**src/gffrp_pkg.sv**
```systemverilog
// shared types and constants for the grid first-fit rectangle packer
// no dependencies
package gffrp_pkg;

    localparam int GRID_DEF      = 32;
    localparam int MAX_BOXES_DEF = 16;

    localparam logic [1:0] ST_PLACED  = 2'd0;
    localparam logic [1:0] ST_CLEARED = 2'd1;
    localparam logic [1:0] ST_NO_BOX  = 2'd2;
    localparam logic [1:0] ST_BAD     = 2'd3;

    localparam logic CMD_PLACE = 1'b0;
    localparam logic CMD_CLEAR = 1'b1;

    typedef enum logic [3:0] {
        S_INIT,
        S_IDLE,
        S_CLEAR,
        S_SETUP,
        S_RD,
        S_WAIT,
        S_CHK,
        S_NEXT,
        S_MARK_RD,
        S_MARK_WAIT,
        S_MARK_WR,
        S_OUT
    } state_t;

    // controller to datapath
    typedef struct packed {
        logic load;       // capture request and start a place or clear
        logic clr_start;  // begin clear sweep
        logic clr_step;
        logic setup;      // set extents for current box and orientation
        logic rd;         // read row y+r
        logic chk;        // test fetched row against run mask
        logic next;       // advance candidate after a collision or when none is left
        logic row_next;   // advance r after a free row
        logic mark_rd;
        logic mark_wr;
        logic open_new;   // open a fresh box at origin
        logic res_load;   // latch result
    } ctl_t;

    // datapath to controller
    typedef struct packed {
        logic is_clear;
        logic bad;
        logic clr_done;
        logic orient_ok;  // extents fit in box
        logic row_hit;    // current row collides
        logic rows_done;  // all rows of candidate checked
        logic cand_end;   // no further candidate in this orientation
        logic box_end;    // no further open box
        logic full;
        logic mark_done;
    } sts_t;

endpackage

```
**src/gffrp_ctrl.sv**
```systemverilog
// controller state machine for the rectangle packer
// depends on gffrp_pkg
module gffrp_ctrl (
    input  logic            clk,
    input  logic            rst_n,
    input  logic            in_fire,
    input  logic            out_busy,
    input  gffrp_pkg::sts_t sts,
    output gffrp_pkg::ctl_t ctl,
    output logic            idle,
    output logic            res_set
);
    import gffrp_pkg::*;

    state_t state_reg, state_next;

    always_ff @(posedge clk or negedge rst_n)
    begin
        if (!rst_n)
            state_reg <= S_INIT;
        else
            state_reg <= state_next;
    end

    always_comb
    begin
        state_next = state_reg;
        ctl        = '0;
        res_set    = 1'b0;
        idle       = (state_reg == S_IDLE);
        case (state_reg)
            S_INIT:
            begin
                ctl.clr_step = 1'b1;
                if (sts.clr_done)
                    state_next = S_IDLE;
            end
            S_IDLE:
            begin
                if (in_fire)
                begin
                    ctl.load   = 1'b1;
                    state_next = S_SETUP;
                end
            end
            S_SETUP:
            begin
                if (sts.is_clear)
                begin
                    ctl.clr_start = 1'b1;
                    state_next    = S_CLEAR;
                end
                else if (sts.bad)
                begin
                    ctl.res_load = 1'b1;
                    state_next   = S_OUT;
                end
                else if (sts.box_end)
                begin
                    ctl.open_new = 1'b1;
                    state_next   = sts.full ? S_OUT : S_MARK_RD;
                    ctl.res_load = sts.full;
                end
                else
                begin
                    ctl.setup  = 1'b1;
                    state_next = S_RD;
                end
            end
            S_CLEAR:
            begin
                ctl.clr_step = 1'b1;
                if (sts.clr_done)
                begin
                    ctl.res_load = 1'b1;
                    state_next   = S_OUT;
                end
            end
            S_RD:
            begin
                if (!sts.orient_ok || sts.cand_end)
                begin
                    ctl.next   = 1'b1;
                    state_next = S_NEXT;
                end
                else
                begin
                    ctl.rd     = 1'b1;
                    state_next = S_WAIT;
                end
            end
            S_WAIT:
                state_next = S_CHK;
            S_CHK:
            begin
                ctl.chk = 1'b1;
                if (sts.row_hit)
                begin
                    ctl.next   = 1'b1;
                    state_next = S_NEXT;
                end
                else if (sts.rows_done)
                    state_next = S_MARK_RD;
                else
                begin
                    ctl.row_next = 1'b1;
                    state_next   = S_RD;
                end
            end
            S_NEXT:
                state_next = sts.box_end ? S_SETUP : S_RD;
            S_MARK_RD:
            begin
                ctl.mark_rd = 1'b1;
                state_next  = S_MARK_WAIT;
            end
            S_MARK_WAIT:
                state_next = S_MARK_WR;
            S_MARK_WR:
            begin
                ctl.mark_wr = 1'b1;
                if (sts.mark_done)
                begin
                    ctl.res_load = 1'b1;
                    state_next   = S_OUT;
                end
                else
                    state_next = S_MARK_RD;
            end
            S_OUT:
            begin
                if (!out_busy)
                begin
                    res_set    = 1'b1;
                    state_next = S_IDLE;
                end
            end
            default:
                state_next = S_IDLE;
        endcase
    end

endmodule

```
**config.mk**
```make
export PLATFORM = sky130hd
export DESIGN_NAME = gffrp_ctrl
export DESIGN_NICKNAME = d
export VERILOG_FILES = /design/src/gffrp_pkg.sv /design/src/gffrp_ctrl.sv
export SDC_FILE = /design/constraint.sdc
export NUM_CORES = 1
export LEC_CHECK = 0
export BUFFER_PORTS_ARGS = -buffer_cell sky130_fd_sc_hd__buf_4
export CAP_MARGIN = 20
export CORE_MARGIN = 10
export CORE_UTILIZATION = 40
export CTS_BUF_LIST = sky130_fd_sc_hd__clkbuf_8
export CTS_CLUSTER_DIAMETER = 200
export DETAILED_ROUTE_END_ITERATION = 10
export MAX_ROUTING_LAYER = met4
export PLACE_DENSITY_LB_ADDON = 0.12
export SETUP_SLACK_MARGIN = 0.15
export SKIP_CTS_REPAIR_TIMING = 1
export SLEW_MARGIN = 30
export SYNTH_ARGS = -nofsm -noshare
export SYNTH_HDL_FRONTEND = slang
export SYNTH_SLANG_ARGS = --single-unit
```
**constraint.sdc**
```tcl
create_clock -name clk -period 1.6 [get_ports clk]
set_clock_uncertainty 0.05 [all_clocks]
set_input_delay 0.16 -clock clk [delete_from_list [all_inputs] [get_ports clk]]
set_output_delay 0.16 -clock clk [all_outputs]
set_load 0.02 [all_outputs]
```
# ---- Yosys cells after proc, flatten, opt, wreduce, memory -nomap -nowiden
# Cells that the tools add are included.
dict set report op_classes {
  muxes 44
  eq_ne 15
  n_reduce_logical 5
}
# op count
set op_table {}
lappend op_table {{$pmux W4 S12} 1}
lappend op_table {{$mux W4} 9}
lappend op_table {{$mux W1} 26}
lappend op_table {{$eq A4 B3 Y1 const B} 4}
lappend op_table {{$eq A4 B4 Y1 const B} 4}
lappend op_table {{$mux W2} 5}
lappend op_table {{$eq A4 B2 Y1 const B} 2}
lappend op_table {{$ne A2 B2 Y1 const B} 4}
lappend op_table {{$eq A4 B1 Y1 const B} 1}
lappend op_table {{$logic_not A4 Y1} 1}
lappend op_table {{$reduce_and A4 Y1} 1}
lappend op_table {{$mux W3} 1}
lappend op_table {{$pmux W1 S3} 1}
lappend op_table {{$pmux W1 S2} 1}
lappend op_table {{$reduce_or A2 Y1} 1}
lappend op_table {{$logic_not A1 Y1} 1}
lappend op_table {{$logic_or A1 B1 Y1} 1}
dict set report totals {
  register_bits 4
  input_bits 14
}

# ---- Logic depth before layout (Yosys ltp)
# Gate-level depths: netlist (run 1).
dict set report depth {
  ltp_word 5
  mapped_depth 6
  depth_no_buf 4
}

# ---- Least setup slack after synthesis (run 1)
# Ideal clock, no wire load.
dict set report synth_timing {
  path_kind {register -> register}
  start {reg state_reg[3]}
  end {reg state_reg[1]}
  n_path_buf 1
  t_arrival_ns 2.220
  synth_period_minus_slack_ns 2.336
  required_ns 1.484
  stages_incl_launch_ff 6
  setup_time_ns 0.066
  path_slack_ns -0.736
  path_cell_list {dfrtp_1 > buf_6 > nand2b_1 > a2111oi_0 > nand4b_1 > a22o_1}
}
dict set report synth_via {
  elab_chain_len 3
  elab_cells_between_ends 18
  classes_between {eq/ne (15); mux (1); reduce/logical (2)}
}
# item line_no
set synth_lines {}
lappend synth_lines {{start: declaration} gffrp_ctrl.sv:15} ;# state_t state_reg, state_next;
lappend synth_lines {{start signal: assignment} gffrp_ctrl.sv:22} ;# state_reg <= state_next;
lappend synth_lines {{$eq A4 B2 Y1, or another cell as far along} gffrp_ctrl.sv:31} ;# case (state_reg)
lappend synth_lines {{$ne A2 B2 Y1 (no line)} n/a}
lappend synth_lines {{$reduce_and A4 Y1 (no line)} n/a}
# Several ways; a longest one is shown, not always the timed one.
# A chain may end at the register's enable or synchronous reset.

==> flow_metrics.env, run 1 <==
export IMPL_overflow=0
export IMPL_grt_pass1_vias=769
export IMPL_clk_pin_slew_worst_paths_ns=0.03
export IMPL_drive_gt1_share_pct=62.2
export IMPL_fin_nets=127
export IMPL_fin_util_pct=92.1
export IMPL_crit_path_max_fanout=5
export IMPL_syn_nets=84
export IMPL_ys_ff_latch=4
export IMPL_power_mw=2.05
export IMPL_p_leak_nw=0.461
export IMPL_fp_dieW_um=56.1
export IMPL_finalSetupViolCount=10
export IMPL_worstMarginPinSlew_ns=0.347
export IMPL_status="finished with violations"
export IMPL_pwr_density_cell_nw_per_um2=1900
export IMPL_core_area_um2=1170
export IMPL_clock_path_buffers=2
export IMPL_cts_buffers=3
export IMPL_cp_required_ns=1.39
export IMPL_start_util_pct=44.6
export IMPL_synth_top_area_cell="dfrtp_1"
export IMPL_synth_top_area_share_pct=19.2
export IMPL_ys_types=34
export IMPL_die_h_um=56.1
export IMPL_cts_htree_levels=1
export IMPL_cts_root_buf="clkbuf_8"
export IMPL_synth_seq_area_share_pct=19.2
export IMPL_mappedNetlistArea_um2=522
export IMPL_fin_cells=125
export IMPL_worst_hold_path_type="in2reg"
export IMPL_fin_crit_sh_pct=115
export IMPL_synth_area_per_cell_um2=7.45
export IMPL_crit_path_start_kind="flop"
export IMPL_antenna_found_initial=0
export IMPL_setup_slack_ns=-0.244
export IMPL_failed_checks="setup timing"
export IMPL_dpl_cell_count=116
export IMPL_place_gp_congestion=0.969
export IMPL_cts_sinks=4
export IMPL_largest_reg_flops=4
export IMPL_rows=12
export IMPL_remaining_drc_errors=0
export IMPL_port_buffers=27
export IMPL_post_dp_hpwl_um=1680
export IMPL_vias=798
export IMPL_vias_per_cell=6.38
export IMPL_track_usage_pct=13.2
export IMPL_yosys_warnings=0
export IMPL_grt_setup_unrepaired="yes"
export IMPL_drt_initial_drc_count=41
export IMPL_synth_area_leaders="dfrtp_1 19%, nand2b_1 6.0%, nor3_1 5.8%"
export IMPL_drt_first_pass_iters=5
export IMPL_grt_max_degree=12
export IMPL_clk_latency_ns=0.22
export IMPL_ir_drop_uv=1160
export IMPL_mostFrequentLayoutCell="buf_4"
export IMPL_stdcell_area_um2=1080
export IMPL_ant_nets=0
export IMPL_cp_end_kind="primary output"
export IMPL_layout_min_cycle_time_ns=1.84
export IMPL_syn_inst=70
export IMPL_drv_slew=0
export IMPL_wl_per_cell_um=23.1
export IMPL_hold_violations=0
export IMPL_relSlewSlack_pct=76.8
export IMPL_cp_arrival_ns=1.63
export IMPL_worstSetupPathType="reg2out"
export IMPL_die_area_um2=3150
export IMPL_final_cell_mix="32 x buf_4, 8 x buf_6, 4 x nand2b_1, 4 x nor2_1"
export IMPL_maxCapViolCount=0
export IMPL_antenna_cells=0
export IMPL_grt_pass1_wl_um=3510
export IMPL_dpl_cell_area_um2=848
export IMPL_fmax_ghz=0.542
export IMPL_cts_tree="done"
export IMPL_syn_to_final_growth_pct=107
export IMPL_ios=28
export IMPL_wl_um=2890
==> path summary, 6_finish.rpt <==
kind / start / end / slack (ns) / depth (start not counted)
max: state_reg[2] / ctl[1] / -0.24 / 4
min: out_busy / state_reg[3] / 0.16 / 2
max reg2reg: state_reg[2] / state_reg[1] / -0.03 / 6
min reg2reg: state_reg[1] / state_reg[1] / 0.65 / 2
max in group asynchronous: rst_n / state_reg[1] / 1.15 / 2
min in group asynchronous: rst_n / state_reg[0] / 0.24 / 2
==> cells by family after synthesis <==
kind of cell / after synthesis / share of synthesized area, %
AO/OA/AOI/OAI: 19 / 26.6
XOR/XNOR: 1 / 1.68
buffers and inverters: 8 / 8.87
flip-flops: 4 / 19.2
multiplexers: 1 / 1.92
AND/OR/NAND/NOR: 37 / 41.7
==> layout make-up <==
| class | count | area [um2] |
|---|---|---|
| multi-input combinational | 58 | 526 |
| timing repair buffer | 43 | 380 |
| sequential | 4 | 103 |
| inverter | 3 | 11.3 |
| fill | 46 | 92.6 |
| clock buffer | 3 | 41.3 |
| tap | 14 | 17.5 |
==> metal layers <==
metal	global-route usage (%)	routed length, um
met1	13.8	1130
met2	21.6	1400
met3	3.87	252
met4	7.51	108
met5	-	0
==> critical path, cell delays in order (launching register included) <==
cell	delay, ns
dfrtp_1	0.38
or2_1	0.23
or3_4	0.43
nor3b_4	0.20
buf_4	0.17
==> power breakdown <==
group,switching (mW),leakage [nW],internal (mW)
registers,0.0564,0.0480,0.153
logic,0.845,0.391,0.780
clock network,0.0564,0.0216,0.161
==> synthesized netlist by cell type <==
cell type  number
a2111oi_0       1
a211oi_1        2
a21o_1          1
a21oi_1         4
a22o_1          2
a31oi_1         1
and2_1          2
and3_1          1
buf_2           1
buf_6           2
clkbuf_1        2
dfrtp_1         4
inv_1           3
mux2i_1         1
nand2_1         2
nand2b_1        5
nand4_1         1
nand4b_1        1
nor2_1          7
nor2b_1         1
nor3_1          6
nor3b_1         2
nor4_1          2
o21ai_0         2
o221ai_1        2
o22a_1          2
o32a_1          1
o32ai_1         1
or2_1           2
or2b_1          1
or3_1           1
or3_4           1
or3b_2          2
xnor2_1         1
==> per-stage QoR <==
stage          hold WS [ns]  setup slack, ns  setup TNS [ns]
4_1_cts              -0.313           -0.210          -0.877
6_report              0.162           -0.244          -0.903
3_3_place_gp        -0.0895           0.0539               0
5_1_grt               0.177           -0.285           -1.33
2_1_floorplan        -0.186           -0.137          -0.710
3_5_place_dp        -0.0886           0.0252               0
(Power assumes the default switching activity.)
==> inputs of run 2 (changes only) <==
- BUFFER_PORTS_ARGS: -buffer_cell sky130_fd_sc_hd__buf_4 -> not set
- DONT_BUFFER_PORTS: not set -> 1
- GPL_TIMING_DRIVEN: not set -> 0
==> flow_metrics.env, run 2 (same netlist as run 1, synthesis figures left out) <==
export IMPL_status="finished with violations"
export IMPL_failed_checks="setup timing"
export IMPL_fmax_ghz=0.500
export IMPL_fin_tns_setup_ns=-2.19
export IMPL_fin_crit_sh_pct=125
export IMPL_antenna_found_initial=0
export IMPL_place_gp_congestion=0.803
export IMPL_layout_min_cycle_time_ns=2.00
export IMPL_fillers=97
export IMPL_startpoint="state_reg[3]"
export IMPL_hold_depth=1
export IMPL_drt_initial_drc_count=10
export IMPL_reg2reg_depth=6
export IMPL_fp_dieW_um=56.1
export IMPL_p_leak_nw=0.303
export IMPL_drt_first_pass_iters=4
export IMPL_cts_htree_levels=1
export IMPL_r2r_start="state_reg[3]"
export IMPL_post_dp_hpwl_um=1280
export IMPL_cts_tree="done"
export IMPL_cts_root_buf="clkbuf_8"
export IMPL_syn_to_final_growth_pct=56.8
export IMPL_core_area_um2=1170
export IMPL_stdcell_area_um2=818
export IMPL_hold_violations=0
export IMPL_switching_share_pct=49.2
export IMPL_pwr_density_cell_nw_per_um2=2080
export IMPL_grt_setup_unrepaired="yes"
export IMPL_worstMarginPinSlew_ns=0.640
export IMPL_setup_slack_ns=-0.400
export IMPL_crit_path_max_fanout=5
export IMPL_grt_max_degree=11
export IMPL_pwr_share_clk_pct=13.0
export IMPL_grt_pass1_wl_um=2630
export IMPL_drv_slew=0
export IMPL_cp_arrival_ns=1.79
export IMPL_fin_hold_ws_ns=0.0506
export IMPL_remaining_drc_errors=0
export IMPL_crit_path_start_kind="flop"
export IMPL_cts_buffers=3
export IMPL_ios=28
export IMPL_power_frac_seq_pct=13.7
export IMPL_die_h_um=56.1
export IMPL_worstSetupPathType="reg2out"
export IMPL_clk_latency_ns=0.23
export IMPL_die_area_um2=3150
export IMPL_maxCapViolCount=0
export IMPL_p_comb_share_pct=73.3
export IMPL_clock_path_buffers=2
export IMPL_port_buffers=0
export IMPL_cp_required_ns=1.39
export IMPL_cts_sinks=4
export IMPL_finalSetupViolCount=14
export IMPL_vias_per_cell=6.33
export IMPL_ant_nets=0
export IMPL_min_delay_start="out_busy"
export IMPL_clk_pin_slew_worst_paths_ns=0.03
export IMPL_antenna_cells=0
export IMPL_grt_pass1_vias=519
export IMPL_vias=595
export IMPL_post_place_ws_ns=-0.223
export IMPL_fin_nets=96
export IMPL_drive_gt1_share_pct=46.3
export IMPL_cp_end_kind="primary output"
export IMPL_track_usage_pct=10.6
export IMPL_wl_per_cell_um=19.4
export IMPL_relSlewSlack_pct=57.0
export IMPL_power_switching_uw=837
export IMPL_mostFrequentLayoutCell="buf_4"
export IMPL_worst_hold_path_type="in2reg"
export IMPL_final_cell_mix="6 x buf_4, 4 x buf_6, 4 x nor2_4, 4 x a21oi_1"
export IMPL_ir_drop_uv=983
export IMPL_rows=12
export IMPL_overflow=0
export IMPL_largest_reg_flops=4
export IMPL_start_util_pct=44.6
export IMPL_dpl_cell_area_um2=606
export IMPL_wl_um=1820
export IMPL_p_int_uw=862
## run 2: cell type report
cell class                 count  area, um2  share of cell area, %
buffer                         5       45.0                   5.50
sequential                     4        103                   12.5
tap                           14       17.5                   2.14
multi-input combinational     58        538                   65.7
inverter                       3       11.3                   1.38
clock buffer                   3       41.3                   5.05
timing repair buffer           7       62.6                   7.65
## run 2: power groups by stage
| stage | sequential (mW) | clock (mW) | combinational [mW] |
|---|---|---|---|
| floorplan | 0.200 | 0 | 0.751 |
| global placement | 0.214 | 0 | 0.897 |
| detailed placement | 0.212 | 0 | 0.890 |
| CTS | 0.211 | 0.222 | 0.897 |
| global route | 0.242 | 0.234 | 1.33 |
| finish | 0.233 | 0.221 | 1.24 |
## run 2: worst max-delay path, stage by stage, from the launching register on
cell     delay (ns)
dfrtp_1        0.36
buf_6          0.11
or2_1          0.21
buf_6          0.13
or3_4          0.43
nor3b_4        0.32
## run 2: through the flow
step | util [%] | std cells | total power, mW
6_report | 69.9 | 94 | 1.70
5_1_grt | 69.9 | 94 | 1.80
4_1_cts | 55.2 | 87 | 1.33
3_5_place_dp | 51.7 | 84 | 1.10
3_3_place_gp | 51.7 | 84 | 1.11
2_1_floorplan | - | 70 | 0.951
## run 2: final timing paths
| path | endpoint | slack [ns] |
|---|---|---|
| setup / recovery | ctl[1] | -0.40 |
| hold / removal | state_reg[3] | 0.05 |
| setup reg to reg | state_reg[2] | -0.18 |
| hold reg to reg | state_reg[1] | 0.83 |
| max in group asynchronous | state_reg[1] | 1.16 |
| min in group asynchronous | state_reg[2] | 0.15 |
## run 2: layer usage
metal	vias up	part of all wire (%)	wire length [um]	track usage [%]
li1	287	-	-	-
met1	268	40	730	13.4
met2	35	44	806	13.5
met3	5	14	246	4.33
met4	0	2.1	38	6.14
met5	-	0	0	-
==> inputs of run 3 (changes only) <==
- CTS_BUF_LIST: sky130_fd_sc_hd__clkbuf_8 -> sky130_fd_sc_hd__clkbuf_4
- PLACE_DENSITY: not set -> 0.64
- PLACE_DENSITY_LB_ADDON: 0.12 -> not set
==> flow_metrics.env, run 3 (same netlist as run 1, synthesis figures left out) <==
export IMPL_status="finished with violations"
export IMPL_failed_checks="setup timing"
export IMPL_ant_nets=0
export IMPL_antenna_cells=0
export IMPL_core_area_um2=1170
export IMPL_grt_max_degree=11
export IMPL_drt_first_pass_iters=4
export IMPL_antenna_found_initial=0
export IMPL_start_util_pct=44.6
export IMPL_ios=28
export IMPL_cp_arrival_ns=1.79
export IMPL_largest_reg_flops=4
export IMPL_hold_violations=0
export IMPL_worstSetupPathType="reg2out"
export IMPL_worst_hold_path_type="in2reg"
export IMPL_crit_path_start_kind="flop"
export IMPL_track_usage_pct=10.2
export IMPL_die_area_um2=3150
export IMPL_crit_path_max_fanout=5
export IMPL_clk_latency_ns=0.23
export IMPL_grt_pass1_vias=531
export IMPL_clk_pin_slew_worst_paths_ns=0.04
export IMPL_vias_per_cell=6.49
export IMPL_finalSetupViolCount=13
export IMPL_maxCapViolCount=0
export IMPL_worstMarginPinSlew_ns=0.500
export IMPL_fin_nets=97
export IMPL_fin_crit_sh_pct=125
export IMPL_drive_gt1_share_pct=49.4
export IMPL_startpoint="state_reg[3]"
export IMPL_power_mw=1.67
export IMPL_stdcell_area_um2=826
export IMPL_ir_drop_uv=1040
export IMPL_cts_htree_levels=1
export IMPL_reg2reg_depth=9
export IMPL_drv_slew=0
export IMPL_r2r_start="state_reg[3]"
export IMPL_wl_per_cell_um=19.7
export IMPL_switching_share_pct=50.5
export IMPL_reg2reg_slack_ns=-0.23
export IMPL_p_int_uw=826
export IMPL_syn_to_final_growth_pct=58.3
export IMPL_cts_root_buf="clkbuf_4"
export IMPL_cp_required_ns=1.39
export IMPL_fin_util_pct=70.5
export IMPL_crit_family="simple AND/OR/NAND/NOR gates"
export IMPL_path_common_cell="buf_6"
export IMPL_critical_path_slowest_cell="or3_4"
export IMPL_top_layer="met3"
export IMPL_max_stage_delay_ns=0.43
export IMPL_cp_end_kind="primary output"
export IMPL_fp_dieW_um=56.1
export IMPL_met1_length_um=818
export IMPL_pwr_density_cell_nw_per_um2=2020
export IMPL_grt_setup_unrepaired="yes"
export IMPL_fmax_ghz=0.500
export IMPL_grt_pass1_wl_um=2640
export IMPL_rows=12
export IMPL_hold_depth=1
export IMPL_final_cell_mix="6 x buf_4, 5 x buf_6, 4 x nor2_4, 4 x clkbuf_4, 4 x nor3_4"
export IMPL_path_cells="buf_6 -> or2_1 -> buf_6 -> or3_4 -> nor3b_4"
export IMPL_post_dp_hpwl_um=1290
export IMPL_wl_um=1870
export IMPL_drt_initial_drc_count=15
export IMPL_route_met3_wl_um=163
export IMPL_power_frac_seq_pct=13.9
export IMPL_port_buffers=0
export IMPL_pwr_share_clk_pct=7.4
export IMPL_cp_num_buf_inv=2
export IMPL_mostFrequentLayoutCell="buf_4"
export IMPL_power_switching_uw=842
export IMPL_overflow=0
export IMPL_cts_tree="done"
export IMPL_wl_met2_um=892
export IMPL_fin_hold_ws_ns=0.0454
export IMPL_worst_r2r_endpoint="state_reg[1]"
export IMPL_min_delay_start="out_busy"
export IMPL_vias=617
export IMPL_p_comb_share_pct=78.6
export IMPL_clock_path_buffers=2
export IMPL_place_gp_congestion=0.832
export IMPL_layout_min_cycle_time_ns=2.00
export IMPL_fin_tns_setup_ns=-2.67
export IMPL_cts_sinks=4
export IMPL_p_leak_nw=0.305
export IMPL_setup_slack_ns=-0.400
export IMPL_cts_buffers=3
export IMPL_remaining_drc_errors=0
export IMPL_dpl_cell_area_um2=606
export IMPL_worstHoldEndpoint="state_reg[3]"
export IMPL_relSlewSlack_pct=66.7
export IMPL_die_h_um=56.1
==> run 3: worst max-delay path by stage <==
stage / endpoint / cells past startpoint
4_1_cts: ctl[1] / 5
5_1_grt: ctl[1] / 5
3_5_place_dp: state_reg[2] / 6
6_report: ctl[1] / 5
2_1_floorplan: ctl[1] / 5
3_3_place_gp: state_reg[2] / 6
==> run 3: metal layers <==
layer / vias up / track usage [%]
li1: 292 / -
met1: 301 / 12.9
met2: 24 / 13.7
met3: 0 / 5.01
met4: 0 / 3.07
met5: - / -
==> run 3: power by group through the flow <==
stage,clock network (mW),logic (mW),registers [mW]
floorplan,0,0.751,0.200
CTS,0.131,0.896,0.211
global placement,0,0.896,0.214
detailed placement,0,0.890,0.213
global route,0.138,1.40,0.245
finish,0.124,1.31,0.233
==> run 3: area by class of cell <==
type,instances,area (um2)
flip-flops and latches,4,103
repair buffers,8,73.8
fillers,92,345
inverters,3,11.3
plain buffers,5,45.0
clock buffers,3,22.5
well taps,14,17.5
multi-input cells,58,553
==> run 3: through the flow <==
step                instances  setup WS, ns
finish                     95        -0.400
global route               95        -0.463
CTS                        87        -0.448
detailed placement         84        -0.226
global placement           84        -0.230
floorplan                  70        -0.137
==> run 3: worst reg2reg max path: stages, from the launching register on <==
cell	delay (ns)
dfrtp_1	0.36
buf_6	0.11
or2_1	0.21
buf_6	0.12
buf_4	0.13
buf_6	0.13
buf_6	0.11
a211oi_2	0.21
nor3_2	0.08
a22o_1	0.20
